$ cat src/design/iep_pkg.sv
`default_nettype none

package iep_pkg;

    // Arithmetic width of the evaluator and of the result port
    localparam int DATA_W  = 32;
    localparam int VALUE_W = 32;
    localparam int CNT_W   = $clog2(DATA_W);

    // Character codes
    localparam logic [7:0] CH_ZERO  = 8'h30;
    localparam logic [7:0] CH_NINE  = 8'h39;
    localparam logic [7:0] CH_PLUS  = 8'h2B;
    localparam logic [7:0] CH_MINUS = 8'h2D;
    localparam logic [7:0] CH_TIMES = 8'h2A;
    localparam logic [7:0] CH_DIV   = 8'h2F;

    // Pending operator
    typedef enum logic [1:0] {
        OP_PLUS  = 2'd0,
        OP_MINUS = 2'd1,
        OP_TIMES = 2'd2,
        OP_DIV   = 2'd3
    } t_op;

    // Request and response between the control and the serial mul/div unit
    typedef struct packed {
        logic start;
        logic is_div;
    } t_md_req;

    typedef struct packed {
        logic done;
    } t_md_rsp;

    function automatic logic is_digit(input logic [7:0] c);
        return (c >= CH_ZERO) && (c <= CH_NINE);
    endfunction

    function automatic logic is_oper(input logic [7:0] c);
        return (c == CH_PLUS) || (c == CH_MINUS) || (c == CH_TIMES) || (c == CH_DIV);
    endfunction

    function automatic t_op op_of(input logic [7:0] c);
        t_op op;
        case (c)
            CH_PLUS:  op = OP_PLUS;
            CH_MINUS: op = OP_MINUS;
            CH_TIMES: op = OP_TIMES;
            default:  op = OP_DIV;
        endcase
        return op;
    endfunction

    // Magnitude of a two's complement value (most negative maps to itself)
    function automatic logic [DATA_W-1:0] magnitude(input logic [DATA_W-1:0] v);
        return v[DATA_W-1] ? (~v + 1'b1) : v;
    endfunction

endpackage

`default_nettype wire

$ cat src/design/iep_muldiv.sv
`default_nettype none

// Bit-serial multiply (low half) and signed restoring divide, one bit per cycle
module iep_muldiv import iep_pkg::*; (
    input  wire logic              i_clk,
    input  wire logic              i_rst_n,
    input  wire t_md_req           i_req,
    input  wire logic [DATA_W-1:0] i_a,
    input  wire logic [DATA_W-1:0] i_b,
    output t_md_rsp                o_rsp,
    output logic      [DATA_W-1:0] o_res
);

    typedef enum logic [1:0] {M_IDLE, M_RUN, M_FIX} t_mstate;

    t_mstate           r_state;
    logic              r_div;
    logic              r_neg;
    logic              r_done;
    logic [CNT_W-1:0]  r_cnt;
    logic [DATA_W-1:0] r_p;     // product accumulator / partial remainder
    logic [DATA_W-1:0] r_q;     // multiplier / dividend, quotient shifts in
    logic [DATA_W-1:0] r_d;     // multiplicand / divisor magnitude
    logic [DATA_W-1:0] r_res;

    logic [DATA_W:0]   w_shift;
    logic [DATA_W:0]   w_diff;
    logic [DATA_W-1:0] w_padd;

    // One divide step: shift remainder, trial subtract
    assign w_shift = {r_p, r_q[DATA_W-1]};
    assign w_diff  = w_shift - {1'b0, r_d};
    // One multiply step
    assign w_padd  = r_p + r_d;

    always_ff @(posedge i_clk) begin
        if (!i_rst_n) begin
            r_state <= M_IDLE;
            r_done  <= 1'b0;
        end else begin
            r_done <= 1'b0;
            case (r_state)
                M_IDLE: begin
                    if (i_req.start) begin
                        r_div <= i_req.is_div;
                        r_cnt <= '0;
                        r_p   <= '0;
                        if (i_req.is_div) begin
                            r_q   <= magnitude(i_a);
                            r_d   <= magnitude(i_b);
                            r_neg <= i_a[DATA_W-1] ^ i_b[DATA_W-1];
                        end else begin
                            r_q   <= i_b;
                            r_d   <= i_a;
                            r_neg <= 1'b0;
                        end
                        r_state <= M_RUN;
                    end
                end
                M_RUN: begin
                    if (r_div) begin
                        if (!w_diff[DATA_W]) begin
                            r_p <= w_diff[DATA_W-1:0];
                            r_q <= {r_q[DATA_W-2:0], 1'b1};
                        end else begin
                            r_p <= w_shift[DATA_W-1:0];
                            r_q <= {r_q[DATA_W-2:0], 1'b0};
                        end
                    end else begin
                        if (r_q[0]) begin
                            r_p <= w_padd;
                        end
                        r_d <= {r_d[DATA_W-2:0], 1'b0};
                        r_q <= {1'b0, r_q[DATA_W-1:1]};
                    end
                    r_cnt <= r_cnt + 1'b1;
                    if (r_cnt == CNT_W'(DATA_W - 1)) begin
                        r_state <= M_FIX;
                    end
                end
                M_FIX: begin
                    // quotient sign fix, or pass the product
                    if (r_div) begin
                        r_res <= r_neg ? (~r_q + 1'b1) : r_q;
                    end else begin
                        r_res <= r_p;
                    end
                    r_done  <= 1'b1;
                    r_state <= M_IDLE;
                end
                default: begin
                    r_state <= M_IDLE;
                end
            endcase
        end
    end

    assign o_rsp.done = r_done;
    assign o_res      = r_res;

endmodule

`default_nettype wire

$ cat src/design/infix_expression_evaluator.sv
`default_nettype none

// Channel   Valid     Ready     Beat fields
// input     i_valid   o_ready   i_char_code[7:0], i_end_of_expr
// output    o_valid   i_ready   o_value[31:0] (signed), o_div_zero
//
// Digits and ignored characters are taken in the idle state; an operator after a pending + or - adds an apply.
// An operator after a pending * or / (unless it divides by zero) runs the one-bit-per-step
// mul/div unit: apply, one step per bit, sign fix, result handoff.
// The last beat adds a flush apply and a sum state that forms the sum.
// Input is taken while a result waits in the output register; the sum cycle stalls until it drains.
// Reset is synchronous, active low, and clears all expression state.
module infix_expression_evaluator import iep_pkg::*; (
    input  wire logic               i_clk,
    input  wire logic               i_rst_n,
    input  wire logic               i_valid,
    output logic                    o_ready,
    input  wire logic [7:0]         i_char_code,
    input  wire logic               i_end_of_expr,
    output logic                    o_valid,
    input  wire logic               i_ready,
    output logic signed [VALUE_W-1:0] o_value,
    output logic                    o_div_zero
);

    typedef enum logic [1:0] {S_IDLE, S_APPLY, S_MDWAIT, S_SUM} t_state;

    t_state            r_state, n_state;
    t_op               r_pend, n_pend;
    t_op               r_next_op, n_next_op;
    logic              r_last, n_last;
    logic              r_fin, n_fin;
    logic              r_err;
    logic [DATA_W-1:0] r_sum;
    logic [DATA_W-1:0] r_term;
    logic [DATA_W-1:0] r_cur;
    logic              r_ovalid;
    logic [VALUE_W-1:0] r_ovalue;
    logic              r_odz;

    logic              w_accept;
    logic              w_additive;
    logic              w_dz;
    logic              w_apply_done;
    logic              w_load;
    logic [DATA_W-1:0] w_digit_next;
    logic [DATA_W-1:0] w_total;
    t_md_req           w_md_req;
    t_md_rsp           w_md_rsp;
    logic [DATA_W-1:0] w_md_res;

    assign o_ready  = (r_state == S_IDLE);
    assign w_accept = i_valid && o_ready;

    // Decimal accumulate: cur*10 + digit
    assign w_digit_next = {r_cur[DATA_W-4:0], 3'b000} + {r_cur[DATA_W-2:0], 1'b0}
                        + DATA_W'(i_char_code - CH_ZERO);

    assign w_additive = (r_pend == OP_PLUS) || (r_pend == OP_MINUS);
    assign w_dz       = (r_pend == OP_DIV) && (r_cur == '0);
    assign w_total    = r_sum + r_term;

    // Sum state hands a result over once the output register is free
    assign w_load = (r_state == S_SUM) && (!r_ovalid || i_ready);

    // Serial unit handles pending * and /
    assign w_md_req.start  = (r_state == S_APPLY) && !w_additive && !w_dz;
    assign w_md_req.is_div = (r_pend == OP_DIV);

    iep_muldiv u_muldiv (
        .i_clk   (i_clk),
        .i_rst_n (i_rst_n),
        .i_req   (w_md_req),
        .i_a     (r_term),
        .i_b     (r_cur),
        .o_rsp   (w_md_rsp),
        .o_res   (w_md_res)
    );

    assign w_apply_done = ((r_state == S_APPLY) && (w_additive || w_dz))
                       || ((r_state == S_MDWAIT) && w_md_rsp.done);

    // Sequencing after an apply: maybe a flush apply, then the sum
    always_comb begin
        n_state   = r_state;
        n_pend    = r_pend;
        n_next_op = r_next_op;
        n_last    = r_last;
        n_fin     = r_fin;
        if (w_apply_done) begin
            n_pend = r_next_op;
            if (r_last) begin
                n_last    = 1'b0;
                n_fin     = 1'b1;
                n_next_op = OP_PLUS;
                n_state   = S_APPLY;
            end else if (r_fin) begin
                n_state = S_SUM;
            end else begin
                n_state = S_IDLE;
            end
        end
    end

    always_ff @(posedge i_clk) begin
        if (!i_rst_n) begin
            r_state   <= S_IDLE;
            r_pend    <= OP_PLUS;
            r_next_op <= OP_PLUS;
            r_last    <= 1'b0;
            r_fin     <= 1'b0;
            r_err     <= 1'b0;
            r_sum     <= '0;
            r_term    <= '0;
            r_cur     <= '0;
            r_ovalid  <= 1'b0;
        end else begin
            // output register: load from the sum state, else drain on accept
            if (w_load) begin
                r_ovalid <= 1'b1;
            end else if (r_ovalid && i_ready) begin
                r_ovalid <= 1'b0;
            end
            case (r_state)
                S_IDLE: begin
                    if (w_accept) begin
                        if (is_digit(i_char_code)) begin
                            r_cur <= w_digit_next;
                        end
                        if (is_oper(i_char_code)) begin
                            r_next_op <= op_of(i_char_code);
                            r_last    <= i_end_of_expr;
                            r_fin     <= 1'b0;
                            r_state   <= S_APPLY;
                        end else if (i_end_of_expr) begin
                            r_next_op <= OP_PLUS;
                            r_last    <= 1'b0;
                            r_fin     <= 1'b1;
                            r_state   <= S_APPLY;
                        end
                    end
                end
                S_APPLY: begin
                    if (w_additive) begin
                        r_sum  <= w_total;
                        r_term <= (r_pend == OP_MINUS) ? (~r_cur + 1'b1) : r_cur;
                    end else if (w_dz) begin
                        r_err <= 1'b1;
                    end
                    r_cur <= '0;
                    if (!w_apply_done) begin
                        r_state <= S_MDWAIT;
                    end else begin
                        r_state   <= n_state;
                        r_pend    <= n_pend;
                        r_next_op <= n_next_op;
                        r_last    <= n_last;
                        r_fin     <= n_fin;
                    end
                end
                S_MDWAIT: begin
                    if (w_apply_done) begin
                        r_term    <= w_md_res;
                        r_state   <= n_state;
                        r_pend    <= n_pend;
                        r_next_op <= n_next_op;
                        r_last    <= n_last;
                        r_fin     <= n_fin;
                    end
                end
                S_SUM: begin
                    // load output register once it is free, then clear
                    if (w_load) begin
                        r_ovalue  <= r_err ? '0 : VALUE_W'($signed(w_total));
                        r_odz     <= r_err;
                        r_state   <= S_IDLE;
                        r_pend    <= OP_PLUS;
                        r_next_op <= OP_PLUS;
                        r_last    <= 1'b0;
                        r_fin     <= 1'b0;
                        r_err     <= 1'b0;
                        r_sum     <= '0;
                        r_term    <= '0;
                        r_cur     <= '0;
                    end
                end
                default: begin
                    r_state <= S_IDLE;
                end
            endcase
        end
    end

    assign o_valid    = r_ovalid;
    assign o_value    = r_ovalue;
    assign o_div_zero = r_odz;

    // A mul/div result only arrives while the control waits for it
    a_done_in_wait: assert property (@(posedge i_clk) disable iff (!i_rst_n)
        w_md_rsp.done |-> (r_state == S_MDWAIT))
        else $error("mul/div done outside wait state");

    // A flagged result carries a zero value
    a_dz_zero: assert property (@(posedge i_clk) disable iff (!i_rst_n)
        (o_valid && o_div_zero) |-> (o_value == '0))
        else $error("divide-by-zero result not zero");

    // A new result is loaded only from the sum state
    a_load_from_sum: assert property (@(posedge i_clk) disable iff (!i_rst_n)
        $rose(o_valid) |-> ($past(r_state) == S_SUM))
        else $error("result loaded outside sum state");

    // A non-final digit keeps the block ready
    a_digit_ready: assert property (@(posedge i_clk) disable iff (!i_rst_n)
        (w_accept && is_digit(i_char_code) && !i_end_of_expr) |=> o_ready)
        else $error("digit beat left block busy");

endmodule

`default_nettype wire
$ cat config.mk
export PLATFORM = sky130hd
export DESIGN_NAME = infix_expression_evaluator
export DESIGN_NICKNAME = d
export VERILOG_FILES = /design/src/design/iep_pkg.sv /design/src/design/iep_muldiv.sv /design/src/design/infix_expression_evaluator.sv
export SDC_FILE = /design/constraint.sdc
export NUM_CORES = 1
export LEC_CHECK = 0
export BUFFER_PORTS_ARGS = -buffer_cell sky130_fd_sc_hd__buf_2
export CORE_MARGIN = 4
export CORE_UTILIZATION = 25
export CTS_BUF_LIST = sky130_fd_sc_hd__clkbuf_4 sky130_fd_sc_hd__clkbuf_8
export DETAILED_ROUTE_END_ITERATION = 12
export GPL_TIMING_DRIVEN = 0
export SYNTH_ARGS = -nofsm -noshare
export SYNTH_HDL_FRONTEND = slang
export SYNTH_SLANG_ARGS = --single-unit
$ cat constraint.sdc
create_clock -name i_clk -period 13.5 [get_ports i_clk]
set_input_delay 0 -clock i_clk [delete_from_list [all_inputs] [get_ports i_clk]]
set_output_delay 0 -clock i_clk [all_outputs]
set_load 0.05 [all_outputs]
; ---- After elaboration in Yosys (flattened, before gate mapping)
; Index checks and enable logic that the tools add are counted.
[totals]
ff_bits = 277
input_bits = 13
output_inout_bits = 35
[op_classes]
bitwise_logic = 4
n_lt_le_gt_ge = 2
addsub = 10
n_reduce_logical = 45
eq_ne = 26
n_mux = 69
[ops]
columns = operator, count
row1 = 32-bit two-way mux, 21
row2 = 32-bit one-hot mux with 2 select lines, 4
row3 = 32-bit one-hot mux with 3 select lines, 2
row4 = 32-bit adder, 4
row5 = 32-bit by 1-bit adder with 32-bit output (second input constant), 3
row6 = 32-bit NOT, 3
row7 = 33-bit by 32-bit subtractor with 33-bit output, 1
row8 = 8-bit by 6-bit == test with 1-bit output (second input constant), 4
row9 = 32-bit zero test, 1
row10 = 2-bit two-way mux, 16
row11 = 4-bit AND reduction, 7
row12 = 1-bit two-way mux, 16
row13 = 3-bit AND reduction, 5
row14 = 2-bit by 1-bit != test with 1-bit output (second input constant), 6
row15 = 2-bit != test (second input constant), 6
row16 = 2-bit one-hot mux with 3 select lines, 2
row17 = 5-bit one-hot mux with 2 select lines, 1
row18 = 1-bit logical AND, 9
row19 = 8-bit by 6-bit subtractor with 9-bit output (second input constant), 1
row20 = 2-bit == test (second input constant), 4
row21 = 8-bit by 6-bit greater-or-equal comparator with 1-bit output (second input constant), 1
row22 = 8-bit by 6-bit <= comparator with 1-bit output (second input constant), 1
row23 = 2-bit one-hot mux with 2 select lines, 2
row24 = 2-bit one-hot mux with 4 select lines, 1
row25 = 16 further kinds, 35

; ---- Longest topological paths before layout
[depth]
depth_word = 7
mapped_depth = 15
depth_no_buf = 15

; ---- Hierarchy
; From an unflattened synthesis, not the netlist that was laid out.
[hier_totals]
cells_unflattened = 2570
hier_area_um2 = 22181.3
[modules_own_cells]
columns = module, instances, area_per_inst_um2, cells_each
row1 = iep_muldiv, 1, 12276.8, 1418
row2 = infix_expression_evaluator, 1, 9904.5, 1152

; ---- Least setup slack after synthesis
; No wires, ideal clock.
[synth_path]
kind = input port to flip-flop
start = input port i_char_code[4]
end = register r_cur[26]
required_time_ns = 13.371
slack_ns = 8.089
arrival_ns = 5.282
path_stages = 14
setup_ns = 0.129
path_cell_list = ha_1 -> nor3_1 -> fa_1 -> ha_1 -> a21o_1 -> a221oi_1 -> nor2_1 -> a41oi_1 -> nand3_1 -> a31oi_1 -> o21ai_0 -> a31oi_1 -> xor2_1 -> o21ai_0
[synth_between]
elab_chain_cells = 5
elab_cells_between_ends = 10
cone_classes = 2 x add/sub / 2 x order compare / 1 x eq/ne / 3 x mux / 2 x reduce/logical
[synth_lines]
columns = element, line_no
row1 = "start, declared", infix_expression_evaluator.sv:18  ; input wire logic [7:0] i_char_code,
row2 = 8-bit by 6-bit subtractor with 9-bit output, infix_expression_evaluator.sv:57  ; + DATA_W'(i_char_code - CH_ZERO);
row3 = 32-bit adder, infix_expression_evaluator.sv:57
row4 = 32-bit two-way mux, infix_expression_evaluator.sv:127  ; if (is_digit(i_char_code)) begin
row5 = 32-bit two-way mux, infix_expression_evaluator.sv:126  ; if (w_accept) begin
row6 = 32-bit one-hot mux with 3 select lines, infix_expression_evaluator.sv:124  ; case (r_state)
row7 = "end signal, assigned", infix_expression_evaluator.sv:128  ; r_cur <= w_digit_next;
row8 = "end, declared", infix_expression_evaluator.sv:36  ; logic [DATA_W-1:0] r_cur;
; Several ways; a longest one is shown, not always the timed one. The select of a mux whose other input is x is not followed.
; A chain may end at the register's enable or synchronous reset.

; ---- Final worst setup path
[layout_path]
start = register r_cur[0]
end = register r_next_op[0]
[layout_between]
elab_chain_cells = 7
[layout_lines]
columns = element, line_no
row1 = 32-bit zero test, infix_expression_evaluator.sv:60  ; assign w_dz = (r_pend == OP_DIV) && (r_cur == '0);
row2 = 1-bit logical AND, infix_expression_evaluator.sv:60
row3 = 1-bit logical OR, infix_expression_evaluator.sv:80  ; assign w_apply_done = ((r_state == S_APPLY) && (w_additive || w_dz))
row4 = 1-bit logical AND, infix_expression_evaluator.sv:80
row5 = 1-bit logical OR, infix_expression_evaluator.sv:81  ; || ((r_state == S_MDWAIT) && w_md_rsp.done);
row6 = 2-bit by 1-bit != test with 1-bit output (no source line), n/a
row7 = 5-bit AND reduction (no source line), n/a
row8 = "end signal, assigned", infix_expression_evaluator.sv:131  ; r_next_op <= op_of(i_char_code);
row9 = "end signal, assigned", infix_expression_evaluator.sv:156  ; r_next_op <= n_next_op;
row10 = "end signal, assigned", infix_expression_evaluator.sv:166  ; r_next_op <= n_next_op;
row11 = "end, declared", infix_expression_evaluator.sv:30  ; t_op r_next_op, n_next_op;
; Every way passes these cells.

==> results.py <==
metrics = {
    "place": {
        "port_buffers": 47,
        "hpwl_mm": 53.31,
        "dp_cells": 3658,
        "gp_congestion": 0.9653,
    },
    "global_routing": {
        "grt_overflow": 0,
        "grt_pass1_wl_mm": 105.9,
        "antenna_found_initial": 2,
        "grt_max_degree": 38,
        "track_usage_pct": 14.71,
        "grt_pass1_vias": 18156,
    },
    "timing": {
        "fmax_mhz": 203.8,
        "rsz0062_at_grt": "false",
        "slew_viol_final": 0,
        "hold_viol_final": 0,
        "tns_ns": 0,
        "fin_crit_sh_pct": 36.35,
        "setup_violations": 0,
        "tightest_slew_ns": 1.042,
        "skew_ns": 0.03541,
        "period_needed_ns": 4.908,
        "slew_headroom_pct": 30.38,
    },
    "yosys": {
        "synthesis.nets": 2644,
        "synth_top_area_share_pct": 23.41,
        "syn_area_sq_mm": 0.02155,
        "muxShareOfSynthArea_pct": 3.304,
        "ys.flop_type": "edfxtp_1",
        "synth_compound_area_share_pct": 22.53,
        "synth_fa_ha_area_share_pct": 10.93,
        "synthXorXnorAreaFrac_pct": 9.227,
        "synth_area_leaders": "edfxtp_1, dfxtp_1, ha_1",
        "synth-simple-area-share_pct": 16.61,
        "yosysSeqAreaShare_pct": 33.54,
        "synth_edf_count": 168,
        "ys_types": 77,
        "synth_warnings": 0,
        "syn_inst": 2462,
        "async_reset_ff_share_pct": 0,
        "ys_ff_latch": 277,
        "synth_top_area_cell": "edfxtp_1",
        "synth.avg_cell_area_sq_um": 8.752,
        "synth_top_family_by_area": "compound AO/OA/AOI/OAI gates",
    },
    "floorplan": {
        "ios": 48,
        "core_sq_mm": 0.08528,
        "start_util_pct": 25.27,
        "fp.dieW_um": 301.6,
        "dieArea_sq_mm": 0.09095,
        "placementRows": 107,
        "die_y_um": 301.6,
    },
    "setup_path": {
        "critPathBufInv": 3,
        "worstSetupPathType": "flop to flop",
        "slowest_delay_ns": 0.60,
        "cp_top_family": "simple AND/OR/NAND/NOR gates",
        "crit_required_ns": 14.09,
        "arrival_ns": 5.50,
        "rr_endpoint": "r_next_op[0]$_SDFFE_PN0P_",
        "endpoint_kind": "flop",
        "cp_max_fo": 6,
        "crit_chain": "inv_1, ha_1, or3b_2, nor3_1, nand3_1, or3_1, nand2_1, nand2_1, and3_1, nor3_4, nand4_1, dlygate4sd3_1, o21ai_0, dlygate4sd3_1",
        "r2r_slack_ns": 8.59,
        "timing.rr.start": "r_cur[0]$_SDFFE_PN0P_",
        "startpoint_type": "flop",
        "reg2reg_depth": 14,
        "critPathSlowestCell": "or3_1",
    },
    "clock_tree": {
        "insertion_delay_ns": 0.66,
        "cts_max_path_buffers": 3,
        "cts-buffers-inserted": 53,
        "clkSinkCount": 277,
        "cts-root-buf": "clkbuf_8",
        "cts_tree": "yes",
        "cts_max_level": 2,
        "clk_pin_slew_ns": 0.06,
    },
    "detailed_routing": {
        "wirelength_met1_mm": 30.71,
        "top_layer": "met4",
        "drc_errors": 0,
        "wl_met3_mm": 4.912,
        "drt_pass1_iterations": 7,
        "vias_per_cell": 5.138,
        "dr_wl_met2_mm": 31.40,
        "drtIter0Drc": 1824,
        "ant_nets": 0,
        "num_vias": 19353,
        "finalWirelength_mm": 69.13,
        "wl_per_cell_um": 18.35,
    },
    "cells_and_area": {
        "utilization_pct": 28.80,
        "area_delta_synth_final_pct": 13.99,
        "nets": 2763,
        "diodes": 0,
        "drive_above_1_share_pct": 7.053,
        "fin_cells": 3767,
        "final_cell_mix": "nand2_1, o21ai_0, a21oi_1, nor2_1, edfxtp_1",
        "layout_commonest_cell": "nand2_1",
    },
    "power": {
        "total_power_mw": 2.479,
        "p_leak_nw": 9.426,
        "power_density_mw_per_mm2": 100.9,
        "max-vdd-ir-drop_uv": 65.01,
    },
    "worst_hold_path": {
        "worst_hold_path.endpoint": "r_fin$_SDFFE_PN0P_",
        "hp-start": "i_char_code[3]",
        "hold_path.class": "input port to flop",
        "hold_depth": 6,
    },
    "run_status": {
        "status": "finished clean",
    },
    "run": {
        "cap_violations": 0,
    },
}
[cells in the mapped netlist (all sizes together) (5+ instances only)]
| cell | n |
|---|---|
| clkbuf | 122 |
| nor3 | 30 |
| a211oi | 33 |
| o41ai | 7 |
| dfxtp | 109 |
| or2 | 5 |
| a21boi | 10 |
| or4 | 11 |
| o211a | 27 |
| o21a | 15 |
| xor2 | 128 |
| or3 | 29 |
| nor4 | 15 |
| nor3b | 9 |
| o31ai | 30 |
| buf | 17 |
| a31oi | 20 |
| edfxtp | 168 |
| nand3 | 28 |
| ha | 137 |
| nor2 | 179 |
| o21bai | 11 |
| a21oi | 196 |
| inv | 81 |
| nand2 | 257 |
| o21ai | 203 |
| a211o | 5 |
| nand2b | 24 |
| a22oi | 57 |
| o22ai | 6 |
| xnor2 | 99 |
| a21o | 64 |
| fa | 32 |
| and4 | 5 |
| mux2i | 70 |
| nand3b | 5 |
| o211ai | 42 |
| nor2b | 67 |
| nand4 | 20 |
| and3 | 19 |
| and2 | 22 |
[where the power goes]
part	leakage, nW	total, mW	internal [mW]	switching [mW]
Clock	0.589	0.882	0.480	0.401
Sequential	2.34	1.01	0.935	0.0731
Combinational	6.50	0.589	0.227	0.363
[final cells by class]
| class | instances | area, sq um |
|---|---|---|
| buffer | 139 | 528.0 |
| clock buffer | 73 | 917.1 |
| clock inverter | 24 | 177.7 |
| fill | 9189 | 60720 |
| inverter | 81 | 304.0 |
| multi-input combinational | 1965 | 13540 |
| sequential | 277 | 7227 |
| tap | 1144 | 1431 |
| timing repair buffer | 64 | 436.7 |
[state kept, by name, indices dropped and copies added, names as in the netlist, 5 cells and up]
signal / flops
r_term: 32
u_muldiv.r_q: 32
u_muldiv.r_cnt: 5
u_muldiv.r_d: 32
o_value: 32
u_muldiv.o_res: 32
r_cur: 32
r_sum: 32
u_muldiv.r_p: 32
[worst reg2reg max path, stage by stage (launching register included)]
cell	delay, ns
dfxtp_1	0.43
inv_1	0.20
ha_1	0.22
or3b_2	0.50
nor3_1	0.52
nand3_1	0.33
or3_1	0.60
nand2_1	0.15
nand2_1	0.07
and3_1	0.24
nor3_4	0.27
nand4_1	0.11
dlygate4sd3_1	0.56
o21ai_0	0.07
dlygate4sd3_1	0.57
[routing by layer]
metal	global-route usage [%]	up-vias
li1	-	9219
met1	19.97	9327
met2	23.80	666
met3	2.520	141
met4	4.686	0
met5	0	-
[through the flow]
| step | cell area (sq um) | hold slack [ns] | setup slack [ns] |
|---|---|---|---|
| global placement | 23210 | 0.3060 | 6.562 |
| global route | 24560 | 0.1398 | 8.377 |
| finish | 24560 | 0.03370 | 8.592 |
| detailed placement | 23340 | 0.3107 | 8.363 |
| CTS | 24550 | 0.0003280 | 8.319 |
| floorplan | 21550 | 0.1432 | 8.089 |
[cell families (layout without fill, tap and decap cells)]
group / after synthesis / count (layout)
muxes: 71 / 71
adders and majority gates: 169 / 169
AOI/OAI and AO/OA: 763 / 763
and+or+nand+nor: 735 / 735
DFF: 277 / 277
xor gates and xnor gates: 227 / 227
buffers and inverters: 220 / 381
[worst max-delay path by stage]
| stage | start | end | slack [ns] | cells past startpoint |
|---|---|---|---|---|
| global placement | i_char_code[4] | r_cur[26]$_SDFFE_PN0P_ | 6.56 | 15 |
| finish | r_cur[0]$_SDFFE_PN0P_ | r_next_op[0]$_SDFFE_PN0P_ | 8.59 | 14 |
| global route | r_cur[0]$_SDFFE_PN0P_ | r_next_op[1]$_SDFFE_PN0P_ | 8.38 | 14 |
| detailed placement | u_muldiv.r_q[31]$_DFFE_PP_ | u_muldiv.r_p[21]$_SDFFCE_PN0P_ | 8.36 | 14 |
| floorplan | i_char_code[4] | r_cur[26]$_SDFFE_PN0P_ | 8.09 | 14 |
| CTS | u_muldiv.r_q[31]$_DFFE_PP_ | u_muldiv.r_p[21]$_SDFFCE_PN0P_ | 8.32 | 14 |
[repair_timing]
item	CTS	global route
hold buffers	12	0
endpoints found under the hold margin	16	0
buffers inserted	0	0
resized for setup	0	0
setup endpoints to repair	0	0
No activity file was read; power rests on OpenSTA's default activity.
